$ cat src/rtl/lps_pkg.sv
// Shared types and constants for the line pixel stepper.
package lps_pkg;

	// Item kind carried on s_tuser
	localparam logic FUNC_LOAD = 1'b0;
	localparam logic FUNC_STEP = 1'b1;

	// Leftmost pixel of a byte sits in the MSB
	localparam logic [7:0] MASK_MSB = 8'h80;

	// Reset value of the bytes-per-line register
	localparam logic [7:0] BPL_RESET = 8'd80;

	// Per-pixel flags passed from the step stage to the address stage
	typedef struct packed {
		logic valid_res;
		logic colour;
		logic last;
	} pix_flags_t;

endpackage

$ cat src/rtl/lps_step.sv
// Line state registers and the single-step Bresenham update.
module lps_step #(
	parameter int COORD_BITS = 10
) (
	input  logic                    clk,
	input  logic                    arst_n,
	input  logic                    en,
	input  logic                    func,
	input  logic [15:0]             layer_base,
	input  logic [COORD_BITS-1:0]   x_start,
	input  logic [COORD_BITS-1:0]   y_start,
	input  logic [COORD_BITS-1:0]   x_end,
	input  logic [COORD_BITS-1:0]   y_end,
	input  logic                    pen,
	output logic [COORD_BITS-1:0]   pix_x,
	output logic [COORD_BITS-1:0]   pix_y,
	output logic [15:0]             pix_base,
	output lps_pkg::pix_flags_t     pix_flags
);
	import lps_pkg::*;

	localparam int CB = COORD_BITS;
	localparam int EW = COORD_BITS + 3;

	logic [CB-1:0]        cur_x_q, cur_y_q, goal_x_q, goal_y_q;
	logic [CB:0]          tdx_q, tdy_q;
	logic signed [EW-1:0] err_q;
	logic                 x_neg_q, y_neg_q, x_major_q, busy_q, colour_q;
	logic [15:0]          base_q;

	// load-side values
	logic                 ld_x_neg, ld_y_neg, ld_x_major;
	logic [CB-1:0]        ld_dx, ld_dy;
	logic [CB:0]          ld_tdx, ld_tdy;
	logic signed [EW-1:0] ld_err;

	// step-side values
	logic                 err_nonneg;
	logic [CB-1:0]        mv_x, mv_y, st_x, st_y;
	logic signed [EW-1:0] st_err, e_tdx, e_tdy;

	// next state
	logic [CB-1:0]        nx_x, nx_y;
	logic                 nx_done;
	logic                 is_load, is_step;

	// Deltas, directions and initial error for a load
	always_comb begin
		ld_x_neg   = x_end < x_start;
		ld_y_neg   = y_end < y_start;
		ld_dx      = ld_x_neg ? (x_start - x_end) : (x_end - x_start);
		ld_dy      = ld_y_neg ? (y_start - y_end) : (y_end - y_start);
		ld_tdx     = {ld_dx, 1'b0};
		ld_tdy     = {ld_dy, 1'b0};
		ld_x_major = ld_dx > ld_dy;
		if (ld_x_major) begin
			ld_err = $signed({2'b00, ld_tdy}) - $signed({3'b000, ld_dx});
		end else begin
			ld_err = $signed({2'b00, ld_tdx}) - $signed({3'b000, ld_dy});
		end
	end

	// One Bresenham step from the held state
	always_comb begin
		err_nonneg = !err_q[EW-1];
		e_tdx      = $signed({2'b00, tdx_q});
		e_tdy      = $signed({2'b00, tdy_q});
		mv_x       = x_neg_q ? (cur_x_q - 1'b1) : (cur_x_q + 1'b1);
		mv_y       = y_neg_q ? (cur_y_q - 1'b1) : (cur_y_q + 1'b1);
		if (x_major_q) begin
			st_x   = mv_x;
			st_y   = err_nonneg ? mv_y : cur_y_q;
			st_err = err_q + e_tdy - (err_nonneg ? e_tdx : '0);
		end else begin
			st_x   = err_nonneg ? mv_x : cur_x_q;
			st_y   = mv_y;
			st_err = err_q + e_tdx - (err_nonneg ? e_tdy : '0);
		end
	end

	// Pixel of this item and end test
	always_comb begin
		is_load = (func == FUNC_LOAD);
		is_step = (func == FUNC_STEP) && busy_q;
		nx_x    = is_load ? x_start : st_x;
		nx_y    = is_load ? y_start : st_y;
		if (is_load) begin
			nx_done = ld_x_major ? (x_start == x_end) : (y_start == y_end);
		end else begin
			nx_done = x_major_q ? (st_x == goal_x_q) : (st_y == goal_y_q);
		end

		if (is_load || is_step) begin
			pix_x               = nx_x;
			pix_y               = nx_y;
			pix_base            = is_load ? layer_base : base_q;
			pix_flags.valid_res = 1'b1;
			pix_flags.colour    = is_load ? pen : colour_q;
			pix_flags.last      = nx_done;
		end else begin
			pix_x     = '0;
			pix_y     = '0;
			pix_base  = '0;
			pix_flags = '0;
		end
	end

	// State update on each transfer into the next stage
	always_ff @(posedge clk or negedge arst_n) begin
		if (!arst_n) begin
			cur_x_q   <= '0;
			cur_y_q   <= '0;
			goal_x_q  <= '0;
			goal_y_q  <= '0;
			tdx_q     <= '0;
			tdy_q     <= '0;
			err_q     <= '0;
			x_neg_q   <= 1'b0;
			y_neg_q   <= 1'b0;
			x_major_q <= 1'b0;
			busy_q    <= 1'b0;
			colour_q  <= 1'b0;
			base_q    <= '0;
		end else if (en) begin
			if (is_load) begin
				cur_x_q   <= x_start;
				cur_y_q   <= y_start;
				goal_x_q  <= x_end;
				goal_y_q  <= y_end;
				tdx_q     <= ld_tdx;
				tdy_q     <= ld_tdy;
				err_q     <= ld_err;
				x_neg_q   <= ld_x_neg;
				y_neg_q   <= ld_y_neg;
				x_major_q <= ld_x_major;
				busy_q    <= !nx_done;
				colour_q  <= pen;
				base_q    <= layer_base;
			end else if (is_step) begin
				cur_x_q <= st_x;
				cur_y_q <= st_y;
				err_q   <= st_err;
				busy_q  <= !nx_done;
			end
		end
	end

endmodule

$ cat src/rtl/lps_addr.sv
// Byte address and bit mask of a pixel in the frame buffer.
module lps_addr #(
	parameter int COORD_BITS = 10
) (
	input  logic [COORD_BITS-1:0] pix_x,
	input  logic [COORD_BITS-1:0] pix_y,
	input  logic [15:0]           pix_base,
	input  lps_pkg::pix_flags_t   pix_flags,
	input  logic [7:0]            bytes_per_line,
	output logic [15:0]           byte_address,
	output logic [7:0]            bit_mask
);
	import lps_pkg::*;

	logic [COORD_BITS+7:0] row_off;
	logic [COORD_BITS-1:0] col_byte;

	// base + y*bytes_per_line + x/8, wrapping at 16 bits
	always_comb begin
		row_off  = (COORD_BITS+8)'(pix_y) * (COORD_BITS+8)'(bytes_per_line);
		col_byte = pix_x >> 3;
		if (pix_flags.valid_res) begin
			byte_address = pix_base + 16'(row_off) + 16'(col_byte);
			bit_mask     = MASK_MSB >> pix_x[2:0];
		end else begin
			byte_address = '0;
			bit_mask     = '0;
		end
	end

endmodule

$ cat src/rtl/line_pixel_stepper_unit.sv
// Top level of the line pixel stepper: input, step and result stages.
//
//  channel | dir | handshake                | carries
//  --------+-----+--------------------------+----------------------------------
//  s_*     | in  | s_tvalid / s_tready      | load or step item, kind in tuser
//  m_*     | out | m_tvalid / m_tready      | one pixel per item, end in tlast
//  cfg_*   | in  | cfg_valid / cfg_ready    | bytes_per_line, always ready
//
// One item per cycle sustained while m_tready stays high; each item is a single
// error-term update in the step stage, so a line of N pixels streams out as
// one load and N-1 steps, through three registers: input, step and result.
// Reset returns to idle with bytes_per_line at 80 and all stages empty.
// A stall on m_tready holds the result; the two stages behind it keep filling,
// and s_tready drops only once all three are occupied.
module line_pixel_stepper_unit #(
	parameter int COORD_BITS = 10
) (
	input  logic                                   clk,
	input  logic                                   arst_n,
	// s_tdata: layer_base, x_start, y_start, x_end, y_end, pen (low bit up)
	input  logic                                   s_tvalid,
	output logic                                   s_tready,
	input  logic [((4*COORD_BITS+17+7)/8)*8-1:0]   s_tdata,
	// s_tuser: func
	input  logic                                   s_tuser,
	// m_tdata: px, py, byte_address, bit_mask, pixel_colour (low bit up)
	output logic                                   m_tvalid,
	input  logic                                   m_tready,
	output logic [((2*COORD_BITS+25+7)/8)*8-1:0]   m_tdata,
	// m_tuser: valid_res
	output logic                                   m_tuser,
	output logic                                   m_tlast,
	input  logic                                   cfg_valid,
	output logic                                   cfg_ready,
	input  logic [7:0]                             cfg_data
);
	import lps_pkg::*;

	localparam int CB    = COORD_BITS;
	localparam int OUT_W = 2 * COORD_BITS + 25;
	localparam int OUT_T = ((OUT_W + 7) / 8) * 8;

	// input stage
	logic          v_s1;
	logic          func_s1, pen_s1;
	logic [15:0]   base_s1;
	logic [CB-1:0] xs_s1, ys_s1, xe_s1, ye_s1;

	// step stage
	logic          v_s2;
	logic [CB-1:0] x_s2, y_s2;
	logic [15:0]   base_s2;
	pix_flags_t    flags_s2;

	logic [CB-1:0] step_x, step_y;
	logic [15:0]   step_base;
	pix_flags_t    step_flags;
	logic [15:0]   addr_c;
	logic [7:0]    mask_c;

	logic [7:0]    bpl_q;
	logic          o_free, s2_free, adv1, adv2;

	// Stage flow control
	always_comb begin
		o_free   = !m_tvalid || m_tready;
		adv2     = v_s2 && o_free;
		s2_free  = !v_s2 || o_free;
		adv1     = v_s1 && s2_free;
		s_tready = !v_s1 || s2_free;
	end

	// Configuration register
	assign cfg_ready = 1'b1;
	always_ff @(posedge clk or negedge arst_n) begin
		if (!arst_n) begin
			bpl_q <= BPL_RESET;
		end else if (cfg_valid && cfg_ready) begin
			bpl_q <= cfg_data;
		end
	end

	// Input register
	always_ff @(posedge clk or negedge arst_n) begin
		if (!arst_n) begin
			v_s1 <= 1'b0;
		end else if (s_tready) begin
			v_s1 <= s_tvalid;
		end
	end

	always_ff @(posedge clk) begin
		if (s_tvalid && s_tready) begin
			func_s1 <= s_tuser;
			base_s1 <= s_tdata[15:0];
			xs_s1   <= s_tdata[16 + CB - 1 : 16];
			ys_s1   <= s_tdata[16 + 2*CB - 1 : 16 + CB];
			xe_s1   <= s_tdata[16 + 3*CB - 1 : 16 + 2*CB];
			ye_s1   <= s_tdata[16 + 4*CB - 1 : 16 + 3*CB];
			pen_s1  <= s_tdata[16 + 4*CB];
		end
	end

	lps_step #(.COORD_BITS(CB)) u_step (
		.clk        (clk),
		.arst_n     (arst_n),
		.en         (adv1),
		.func       (func_s1),
		.layer_base (base_s1),
		.x_start    (xs_s1),
		.y_start    (ys_s1),
		.x_end      (xe_s1),
		.y_end      (ye_s1),
		.pen        (pen_s1),
		.pix_x      (step_x),
		.pix_y      (step_y),
		.pix_base   (step_base),
		.pix_flags  (step_flags)
	);

	// Step register
	always_ff @(posedge clk or negedge arst_n) begin
		if (!arst_n) begin
			v_s2 <= 1'b0;
		end else if (s2_free) begin
			v_s2 <= adv1;
		end
	end

	always_ff @(posedge clk) begin
		if (adv1) begin
			x_s2     <= step_x;
			y_s2     <= step_y;
			base_s2  <= step_base;
			flags_s2 <= step_flags;
		end
	end

	lps_addr #(.COORD_BITS(CB)) u_addr (
		.pix_x          (x_s2),
		.pix_y          (y_s2),
		.pix_base       (base_s2),
		.pix_flags      (flags_s2),
		.bytes_per_line (bpl_q),
		.byte_address   (addr_c),
		.bit_mask       (mask_c)
	);

	// Result register
	always_ff @(posedge clk or negedge arst_n) begin
		if (!arst_n) begin
			m_tvalid <= 1'b0;
		end else if (o_free) begin
			m_tvalid <= adv2;
		end
	end

	always_ff @(posedge clk) begin
		if (adv2) begin
			m_tdata <= OUT_T'({flags_s2.colour, mask_c, addr_c, y_s2, x_s2});
			m_tuser <= flags_s2.valid_res;
			m_tlast <= flags_s2.last;
		end
	end

endmodule

$ cat config.mk
export PLATFORM = sky130hd
export DESIGN_NAME = line_pixel_stepper_unit
export DESIGN_NICKNAME = d
export VERILOG_FILES = /design/src/rtl/lps_pkg.sv /design/src/rtl/lps_step.sv /design/src/rtl/lps_addr.sv /design/src/rtl/line_pixel_stepper_unit.sv
export SDC_FILE = /design/constraint.sdc
export NUM_CORES = 1
export LEC_CHECK = 0
export BUFFER_PORTS_ARGS = -buffer_cell sky130_fd_sc_hd__buf_4
export CAP_MARGIN = 20
export CORE_MARGIN = 1
export CORE_UTILIZATION = 40
export DETAILED_ROUTE_END_ITERATION = 7
export SETUP_SLACK_MARGIN = 0.15
export SYNTH_ARGS = -nofsm -noshare
export SYNTH_HDL_FRONTEND = slang
export SYNTH_SLANG_ARGS = --single-unit
$ cat constraint.sdc
create_clock -name clk -period 6.3 [get_ports clk]
set_input_delay 1.26 -clock clk [delete_from_list [all_inputs] [get_ports clk]]
set_output_delay 1.26 -clock clk [all_outputs]
set_load 0.02 [all_outputs]
Word-level counts from Yosys, hierarchy flattened
Cells that the tools add are included.
{"block": "totals", "regBits": 249, "out_inout_bits": 53, "elab_cells": 103}
{"block": "classes", "add_sub_neg": 16, "multipliers": 1, "magnitude_cmp": 3, "n_eq_ne": 5, "n_shift": 1, "n_mux": 28, "bitwise_logic": 1, "reduce_logical": 14}
{"operator": "two-way mux 10 bit", "count": 14}
{"operator": "two-way mux 13 bit", "count": 4}
{"operator": "== test 10 bit", "count": 4}
{"operator": "subtractor 10 bit", "count": 4}
{"operator": "adder 13 x 11 -> 13 bit", "count": 2}
{"operator": "subtractor 13 bit", "count": 2}
{"operator": "subtractor 11 x 10 -> 12 bit", "count": 2}
{"operator": "two-way mux 11 bit", "count": 2}
{"operator": "adder 10 x 1 -> 10 bit (second input constant)", "count": 2}
{"operator": "less-than comparator 10 bit", "count": 2}
{"operator": "subtractor 10 x 1 -> 10 bit (second input constant)", "count": 2}
{"operator": "adder 16 bit", "count": 1}
{"operator": "adder 16 x 7 -> 16 bit", "count": 1}
{"operator": "multiplier 10 x 8 -> 16 bit", "count": 1}
{"operator": "two-way mux 16 bit", "count": 1}
{"operator": "> comparator 10 bit", "count": 1}
{"operator": ">> shifter 8 x 3 -> 8 bit (first input constant)", "count": 1}
{"operator": "two-way mux 1 bit", "count": 6}
{"operator": "logical AND 1 bit", "count": 4}
{"operator": "zero test 1 bit", "count": 4}
{"operator": "logical OR 1 bit", "count": 4}
{"operator": "AND reduction 2 bit", "count": 2}
{"operator": "two-way mux 3 bit", "count": 1}
{"operator": "inequality test 2 x 1 -> 1 bit (second input constant)", "count": 1}
{"operator": "inverter 1 bit", "count": 1}

Depth between registers and ports, before layout
Gate-level depths: netlist of the first run.
{"block": "depth", "depth_word": 10, "depth_mapped": 23, "mapped_depth_nobuf": 21}

Modules after synthesis
A second synthesis of the first run with hierarchy kept.
{"block": "hier_totals", "cells_unflattened": 1807, "area_unflattened_um2": 17925.9}
{"mod": "lps_step", "instances": 1, "cells_per_inst": 1266, "area_per_inst_um2": 9877.0, "seq_area_each_um2": 2327.2}
{"mod": "line_pixel_stepper_unit", "instances": 1, "cells_per_inst": 179, "area_per_inst_um2": 4830.9, "seq_area_each_um2": 4601.9}
{"mod": "lps_addr", "instances": 1, "cells_per_inst": 362, "area_per_inst_um2": 3218.1, "seq_area_each_um2": 0.0}

Worst setup path before layout of the first run
No wires, ideal clock.
{"block": "synth_path", "kind": "register -> register", "from": "register bpl_q[0]", "to": "register m_tdata[35], data pin", "arrival_time_ns": 4.713, "path_slack_ns": 1.332, "path_stages_with_launch": 22, "n_path_buf": 1, "synth_period_minus_slack_ns": 4.968, "cell_sequence": "dfrtp_1 clkbuf_1 nand2_1 fa_1 inv_1 fa_1 inv_1 fa_1 inv_1 fa_1 inv_1 fa_1 inv_1 ha_1 or3_1 o21ai_0 inv_1 a31oi_1 a21oi_1 nand3_1 nand3_1 and3b_1"}
{"block": "synth_via", "elab_chain_len": 3}
{"item": "from (decl)", "line_no": "line_pixel_stepper_unit.sv:61", "rtl": "logic [7:0] bpl_q;"}
{"item": "from (signal assigned)", "line_no": "line_pixel_stepper_unit.sv:79", "rtl": "bpl_q <= cfg_data;"}
{"item": "multiplier 10 x 8 -> 16 bit", "line_no": "lps_addr.sv:20", "rtl": "row_off = (COORD_BITS+8)'(pix_y) * (COORD_BITS+8)'(bytes_per_line);"}
{"item": "adder 16 bit", "line_no": "lps_addr.sv:23", "rtl": "byte_address = pix_base + 16'(row_off) + 16'(col_byte);"}
{"item": "adder 16 x 7 -> 16 bit", "line_no": "lps_addr.sv:23"}
{"item": "to (signal assigned)", "line_no": "line_pixel_stepper_unit.sv:160", "rtl": "m_tdata <= OUT_T'({flags_s2.colour, mask_c, addr_c, y_s2, x_s2});"}
{"item": "to (decl)", "line_no": "line_pixel_stepper_unit.sv:29", "rtl": "output logic [((2*COORD_BITS+25+7)/8)*8-1:0] m_tdata,"}
No other way between the ends.
A chain may end at the register's enable or synchronous reset.

Final worst setup path of the first run
{"block": "layout_path", "from": "register ye_s1[0]", "to": "register flags_s2[0] (netlist bit), data pin"}
{"block": "layout_via", "elab_chain_len": 5, "word_cells_on_any_way": 8}
{"item": "from (decl)", "line_no": "line_pixel_stepper_unit.sv:47", "rtl": "logic [CB-1:0] xs_s1, ys_s1, xe_s1, ye_s1;"}
{"item": "from (signal assigned)", "line_no": "line_pixel_stepper_unit.sv:99", "rtl": "ye_s1 <= s_tdata[16 + 4*CB - 1 : 16 + 3*CB];"}
{"item": "subtractor 10 bit / less-than comparator 10 bit (equally long branches)", "line_no": "lps_step.sv:52, lps_step.sv:50"}
{"item": "two-way mux 10 bit *", "line_no": "lps_step.sv:52", "rtl": "ld_dy = ld_y_neg ? (y_start - y_end) : (y_end - y_start);"}
{"item": "net u_step.ld_dy[8]", "line_no": "lps_step.sv:33", "rtl": "logic [CB-1:0] ld_dx, ld_dy;"}
{"item": "> comparator 10 bit *", "line_no": "lps_step.sv:55", "rtl": "ld_x_major = ld_dx > ld_dy;"}
{"item": "two-way mux 1 bit *", "line_no": "lps_step.sv:88", "rtl": "nx_done = ld_x_major ? (x_start == x_end) : (y_start == y_end);"}
{"item": "two-way mux 1 bit *", "line_no": "lps_step.sv:87", "rtl": "if (is_load) begin"}
{"item": "to (signal assigned)", "line_no": "line_pixel_stepper_unit.sv:135", "rtl": "flags_s2 <= step_flags;"}
{"item": "to (decl)", "line_no": "line_pixel_stepper_unit.sv:53", "rtl": "pix_flags_t flags_s2;"}
The timed path passes the listed nets; every way through them passes the cells marked *.

==> flow_metrics.env, run 1 <==
export IMPL_status="finished, final reports clean"
export IMPL_critPathBufInv=4
export IMPL_synth_area_leaders="edfxtp_1 (24%), dfrtp_1 (14%), fa_1 (11%)"
export IMPL_fmax_mhz=184
export IMPL_vias_per_cell=5.21
export IMPL_synth_most_common_cell="inv_1"
export IMPL_reg2reg_slack_ps=870
export IMPL_port_buffers=119
export IMPL_clkLatencyLatePin_ps=580
export IMPL_drc=0
export IMPL_yosysTopAreaCell="edfxtp_1"
export IMPL_dr_pass1_iters=5
export IMPL_cpMaxStageDelayCell="o22ai_2"
export IMPL_synthFlopType="edfxtp_1"
export IMPL_cts_tree="built"
export IMPL_synth_area_mm2=0.0182
export IMPL_rows=77
export IMPL_area_growth_pct=13.2
export IMPL_endpoint_kind="flip-flop"
export IMPL_die_area_mm2=0.0464
export IMPL_drtIter0Drc=724
export IMPL_dp_hpwl_um=34300
export IMPL_synth_edf_count=144
export IMPL_antenna_found_initial=1
export IMPL_ios=131
export IMPL_drt_wl_total_um=45200
export IMPL_cts_sinks=248
export IMPL_ctsResizeCount=0
export IMPL_fillers=4201
export IMPL_grt_pass1_vias=13336
export IMPL_path_cells="inv_1 > ha_1 > inv_1 > fa_1 > a21oi_1 > o22ai_2 > o22ai_2 > mux2i_2 > o221ai_1 > a311oi_1 > inv_1 > ha_1 > a21o_1 > a21oi_1 > a21oi_1 > o21ai_1 > buf_4 > nor4_1 > a31oi_1 > a211oi_1"
export IMPL_synthTopCellsByCount="inv_1 (247), nand2_1 (183), ha_1 (145)"
export IMPL_crit_family="compound AO/OA/AOI/OAI gates"
export IMPL_path_clk_slew_ps=60
export IMPL_synth_seq_cells=248
export IMPL_rsz0062_at_grt="false"
export IMPL_via_count=13381
export IMPL_critPathRequiredTime_ps=6700
export IMPL_drive_above_1_share_pct=11.0
export IMPL_drv_cap=0
export IMPL_synthCells=1864
export IMPL_antenna_cells=0
export IMPL_relSlewSlack_pct=30.9
export IMPL_dieWidth_um=215
export IMPL_finalSetupViolations=0
export IMPL_initial_core_util_pct=40.8
export IMPL_post_route_min_period_ps=5430
export IMPL_ant_nets=0
export IMPL_gp_congestion=0.907
export IMPL_grt_max_degree=74
export IMPL_syn_avg_cell_area_um2=9.78
export IMPL_fin_nets=2272
export IMPL_holdWs_ps=426
export IMPL_placed_cell_area_mm2=0.0196
export IMPL_synth_top_cell_area_share_pct=23.7
export IMPL_tightest_slew_ps=1030
export IMPL_design_area_mm2=0.0206
export IMPL_cts_made_buffers=30
export IMPL_start_kind="flip-flop"
export IMPL_hold_violations=0
export IMPL_tns_ps=0
export IMPL_wire_per_inst_um=17.6
export IMPL_synth_yosys_seq_area_share_pct=38.0
export IMPL_gr_total_overflow=0
export IMPL_utilization_pct=46.2
export IMPL_die_h_um=215
export IMPL_finClkSkew_ps=10.9
export IMPL_postCtsHoldBufs=0
export IMPL_critPathKind="flip-flop to flip-flop"
export IMPL_clockBufferDepth=3
export IMPL_grt_pass1_wl_um=71800
export IMPL_grtUsageTotal_pct=19.6
export IMPL_post_cts_buffers=0
export IMPL_crit_fanout=23
export IMPL_drv_slew=0
export IMPL_htree_levels=1
export IMPL_cts_root_buf="clkbuf_16"
export IMPL_crit_arrival_ps=5830
export IMPL_async_reset_ff_share_pct=41.9
export IMPL_ys_warn_count=0
export IMPL_critical_path_max_stage_delay_ps=560
export IMPL_hold_class="flip-flop to flip-flop"
export IMPL_fin_crit_sh_pct=86.2
export IMPL_fp_coreArea_mm2=0.0446
export IMPL_synth_cell_type_count=76
## worst paths after layout
| path | to | start | cells past startpoint |
|---|---|---|---|
| min | m_tdata[44] | flags_s2[1] | 0 |
| min reg2reg | m_tdata[44] | flags_s2[1] | 0 |
| max | flags_s2[0] | ye_s1[0] | 20 |
| max in group asynchronous | u_step.tdy_q[10] | arst_n | 2 |
| min in group asynchronous | u_step.goal_y_q[0] | arst_n | 1 |
| max reg2reg | flags_s2[0] | ye_s1[0] | 20 |
## routing by layer
layer	share of wire (%)	up-vias	track usage (%)
li1	-	6534	-
met2	48	292	33.4
met1	45	6485	26.3
met3	4.2	70	2.20
met4	2.7	0	5.25
met5	0	-	0
## sequential cells by signal, summed over array words and instances (netlist names), 12 cells and up
name and count:
base_s1 16, m_tdata 45, base_s2 16, u_step.base_q 16
u_step.err_q 12
## layout by cell type (no fill, tap or decap), types with 30 or more instances in the layout
cell       instances
buf_4            132
and2_1            68
inv_1            247
nand3_1           48
a21oi_1          105
edfxtp_1         144
xor2_1            38
ha_1             145
clkbuf_16         31
nor2_1            92
nand2_1          182
xnor2_1           56
dfrtp_1          102
mux2i_1           30
fa_1              96
o21ai_0          123
## cell type report
type                    instances  area (µm²)  share of cell area [%]
multi-input cells            1291       10000                    48.6
flip-flops and latches        248        6930                    33.6
repair buffers                133        1010                    4.90
inverters                     249         935                    4.53
clock buffers                  42         847                    4.11
well taps                     592         741                    3.59
clock inverters                14         138                   0.667
## cell families (layout without fill, tap and decap cells)
group | count (synthesis) | after routing | share of synthesized area (%)
XOR/XNOR | 98 | 98 | 5.02
AO/OA/AOI/OAI | 394 | 394 | 13.3
AND/OR/NAND/NOR | 510 | 510 | 13.4
flip-flops | 248 | 248 | 38.0
buffers and inverters | 327 | 438 | 7.07
multiplexers | 44 | 44 | 2.65
adder cells (fa/ha/maj) | 241 | 241 | 20.5
other | 2 | 4 | 0.0412
## per-stage QoR
stage	cells	setup WS, ps
floorplan	1866	1330
global placement	2513	998
detailed placement	2513	934
CTS	2569	918
global route	2569	527
finish	2569	871
Power of run 1 is not shown: default switching activity piles up to over one toggle a cycle in this logic, so the estimate is an artifact.
==> inputs of run 2 (changes only) <==
--- a/config.mk
+++ b/config.mk
@@ -7,9 +7,12 @@
 export LEC_CHECK = 0
 export BUFFER_PORTS_ARGS = -buffer_cell sky130_fd_sc_hd__buf_4
 export CAP_MARGIN = 20
+export CELL_PAD_IN_SITES_DETAIL_PLACEMENT = 2
+export CELL_PAD_IN_SITES_GLOBAL_PLACEMENT = 2
 export CORE_MARGIN = 1
 export CORE_UTILIZATION = 40
 export DETAILED_ROUTE_END_ITERATION = 7
+export PLACE_DENSITY_LB_ADDON = 0.1
 export SETUP_SLACK_MARGIN = 0.15
 export SYNTH_ARGS = -nofsm -noshare
 export SYNTH_HDL_FRONTEND = slang
==> flow_metrics.env, run 2 (synthesized netlist as in run 1, its figures left out) <==
export IMPL_path_clk_slew_ps=60
export IMPL_die_area_mm2=0.0464
export IMPL_relSlewSlack_pct=28.2
export IMPL_fp_coreArea_mm2=0.0446
export IMPL_wire_per_inst_um=22.7
export IMPL_crit_fanout=14
export IMPL_placed_cell_area_mm2=0.0196
export IMPL_ctsResizeCount=0
export IMPL_rows=77
export IMPL_cts_tree="built"
export IMPL_tns_ps=0
export IMPL_vias_per_cell=5.47
export IMPL_die_h_um=215
export IMPL_gp_congestion=0.867
export IMPL_reg2reg_slack_ps=550
export IMPL_hold_class="flip-flop to flip-flop"
export IMPL_port_buffers=119
export IMPL_finalSetupViolations=0
export IMPL_dp_hpwl_um=44700
export IMPL_post_cts_buffers=0
export IMPL_drc=0
export IMPL_cts_sinks=248
export IMPL_grt_pass1_wl_um=91100
export IMPL_cts_root_buf="clkbuf_16"
export IMPL_ios=131
export IMPL_endpoint_kind="flip-flop"
export IMPL_dieWidth_um=215
export IMPL_largest_register="m_tdata"
export IMPL_cts_made_buffers=34
export IMPL_grtUsageTotal_pct=25.5
export IMPL_multiInputGateArea_mm2=0.0100
export IMPL_drtIter0Drc=683
export IMPL_grt_pass1_vias=15921
export IMPL_drt_wl_total_um=58400
export IMPL_finClkSkew_ps=25.1
export IMPL_fillers=4744
export IMPL_gr_total_overflow=0
export IMPL_dr_pass1_iters=5
export IMPL_grt_max_degree=111
export IMPL_via_count=14086
export IMPL_post_route_min_period_ps=5750
export IMPL_postCtsHoldBufs=0
export IMPL_fmax_mhz=174
export IMPL_tightest_slew_ps=1070
export IMPL_htree_levels=2
export IMPL_drv_cap=0
export IMPL_status="finished, final reports clean"
export IMPL_fin_crit_sh_pct=91.2
export IMPL_largest_register_ffs=45
export IMPL_design_area_mm2=0.0209
export IMPL_drive_above_1_share_pct=11.4
export IMPL_clkLatencyLatePin_ps=560
export IMPL_area_growth_pct=14.5
export IMPL_clockBufferDepth=3
export IMPL_initial_core_util_pct=40.8
export IMPL_critPathKind="flip-flop to flip-flop"
export IMPL_crit_arrival_ps=6150
export IMPL_final_cell_mix="inv_1 (247), nand2_1 (182), ha_1 (145)"
export IMPL_rsz0062_at_grt="false"
export IMPL_hold_violations=0
export IMPL_start_kind="flip-flop"
export IMPL_fin_nets=2278
export IMPL_critPathRequiredTime_ps=6700
export IMPL_regArea_mm2=0.00693
export IMPL_drv_slew=0
export IMPL_antenna_found_initial=1
export IMPL_layout_commonest_cell="inv_1"
export IMPL_ant_nets=0
==> run 2: routing by layer <==
layer	vias to the layer above	global-route usage [%]	wire length (µm)
li1	6535	-	-
met1	7247	30.8	24400
met2	208	47.2	31000
met3	94	2.58	1300
met4	2	8.32	1660
met5	-	0	13
==> run 2: worst paths after layout <==
kind	startpoint	to	cells after the start
worst max-delay path	ye_s1[0]	u_step.err_q[11]	20
worst min-delay path	flags_s2[0]	m_tlast	0
worst max register to register	ye_s1[0]	u_step.err_q[11]	20
worst min register to register	flags_s2[0]	m_tlast	0
max in group asynchronous	arst_n	u_step.cur_y_q[6]	2
min in group asynchronous	arst_n	m_tvalid	1
==> run 2: worst max-delay path, stage by stage, from the launching register on <==
cell      delay [ps]
edfxtp_1         410
inv_1            100
ha_1             170
inv_1             60
fa_1             390
a21oi_1          270
o22ai_2          150
o22ai_2          600
mux2i_2          440
o221ai_1         180
a311oi_1         370
inv_1            170
ha_1             330
a21o_1           160
a21oi_1          190
nand2_1           80
o21ai_1          590
inv_1            140
and4_1           210
o21ai_0          390
o211ai_1         180
==> run 2: cell type report <==
cell class | instances | area share (%)
multi-input combinational | 1291 | 48.1
sequential | 248 | 33.2
timing repair buffer | 135 | 4.92
inverter | 249 | 4.48
clock buffer | 43 | 4.34
tap | 592 | 3.55
clock inverter | 18 | 1.39
antenna | 1 | 0.0120
==> run 2: metrics by stage <==
stage / utilization (%) / setup WS (ps) / hold WS, ps / cells
finish: 46.8 / 552 / 429 / 2577
global placement: 44.0 / 883 / 403 / 2514
CTS: 46.7 / 522 / 431 / 2575
detailed placement: 44.0 / 550 / 417 / 2514
global route: 46.7 / 199 / 452 / 2576
floorplan: - / 1330 / 400 / 1866
Power of run 2 is left out for the same reason.
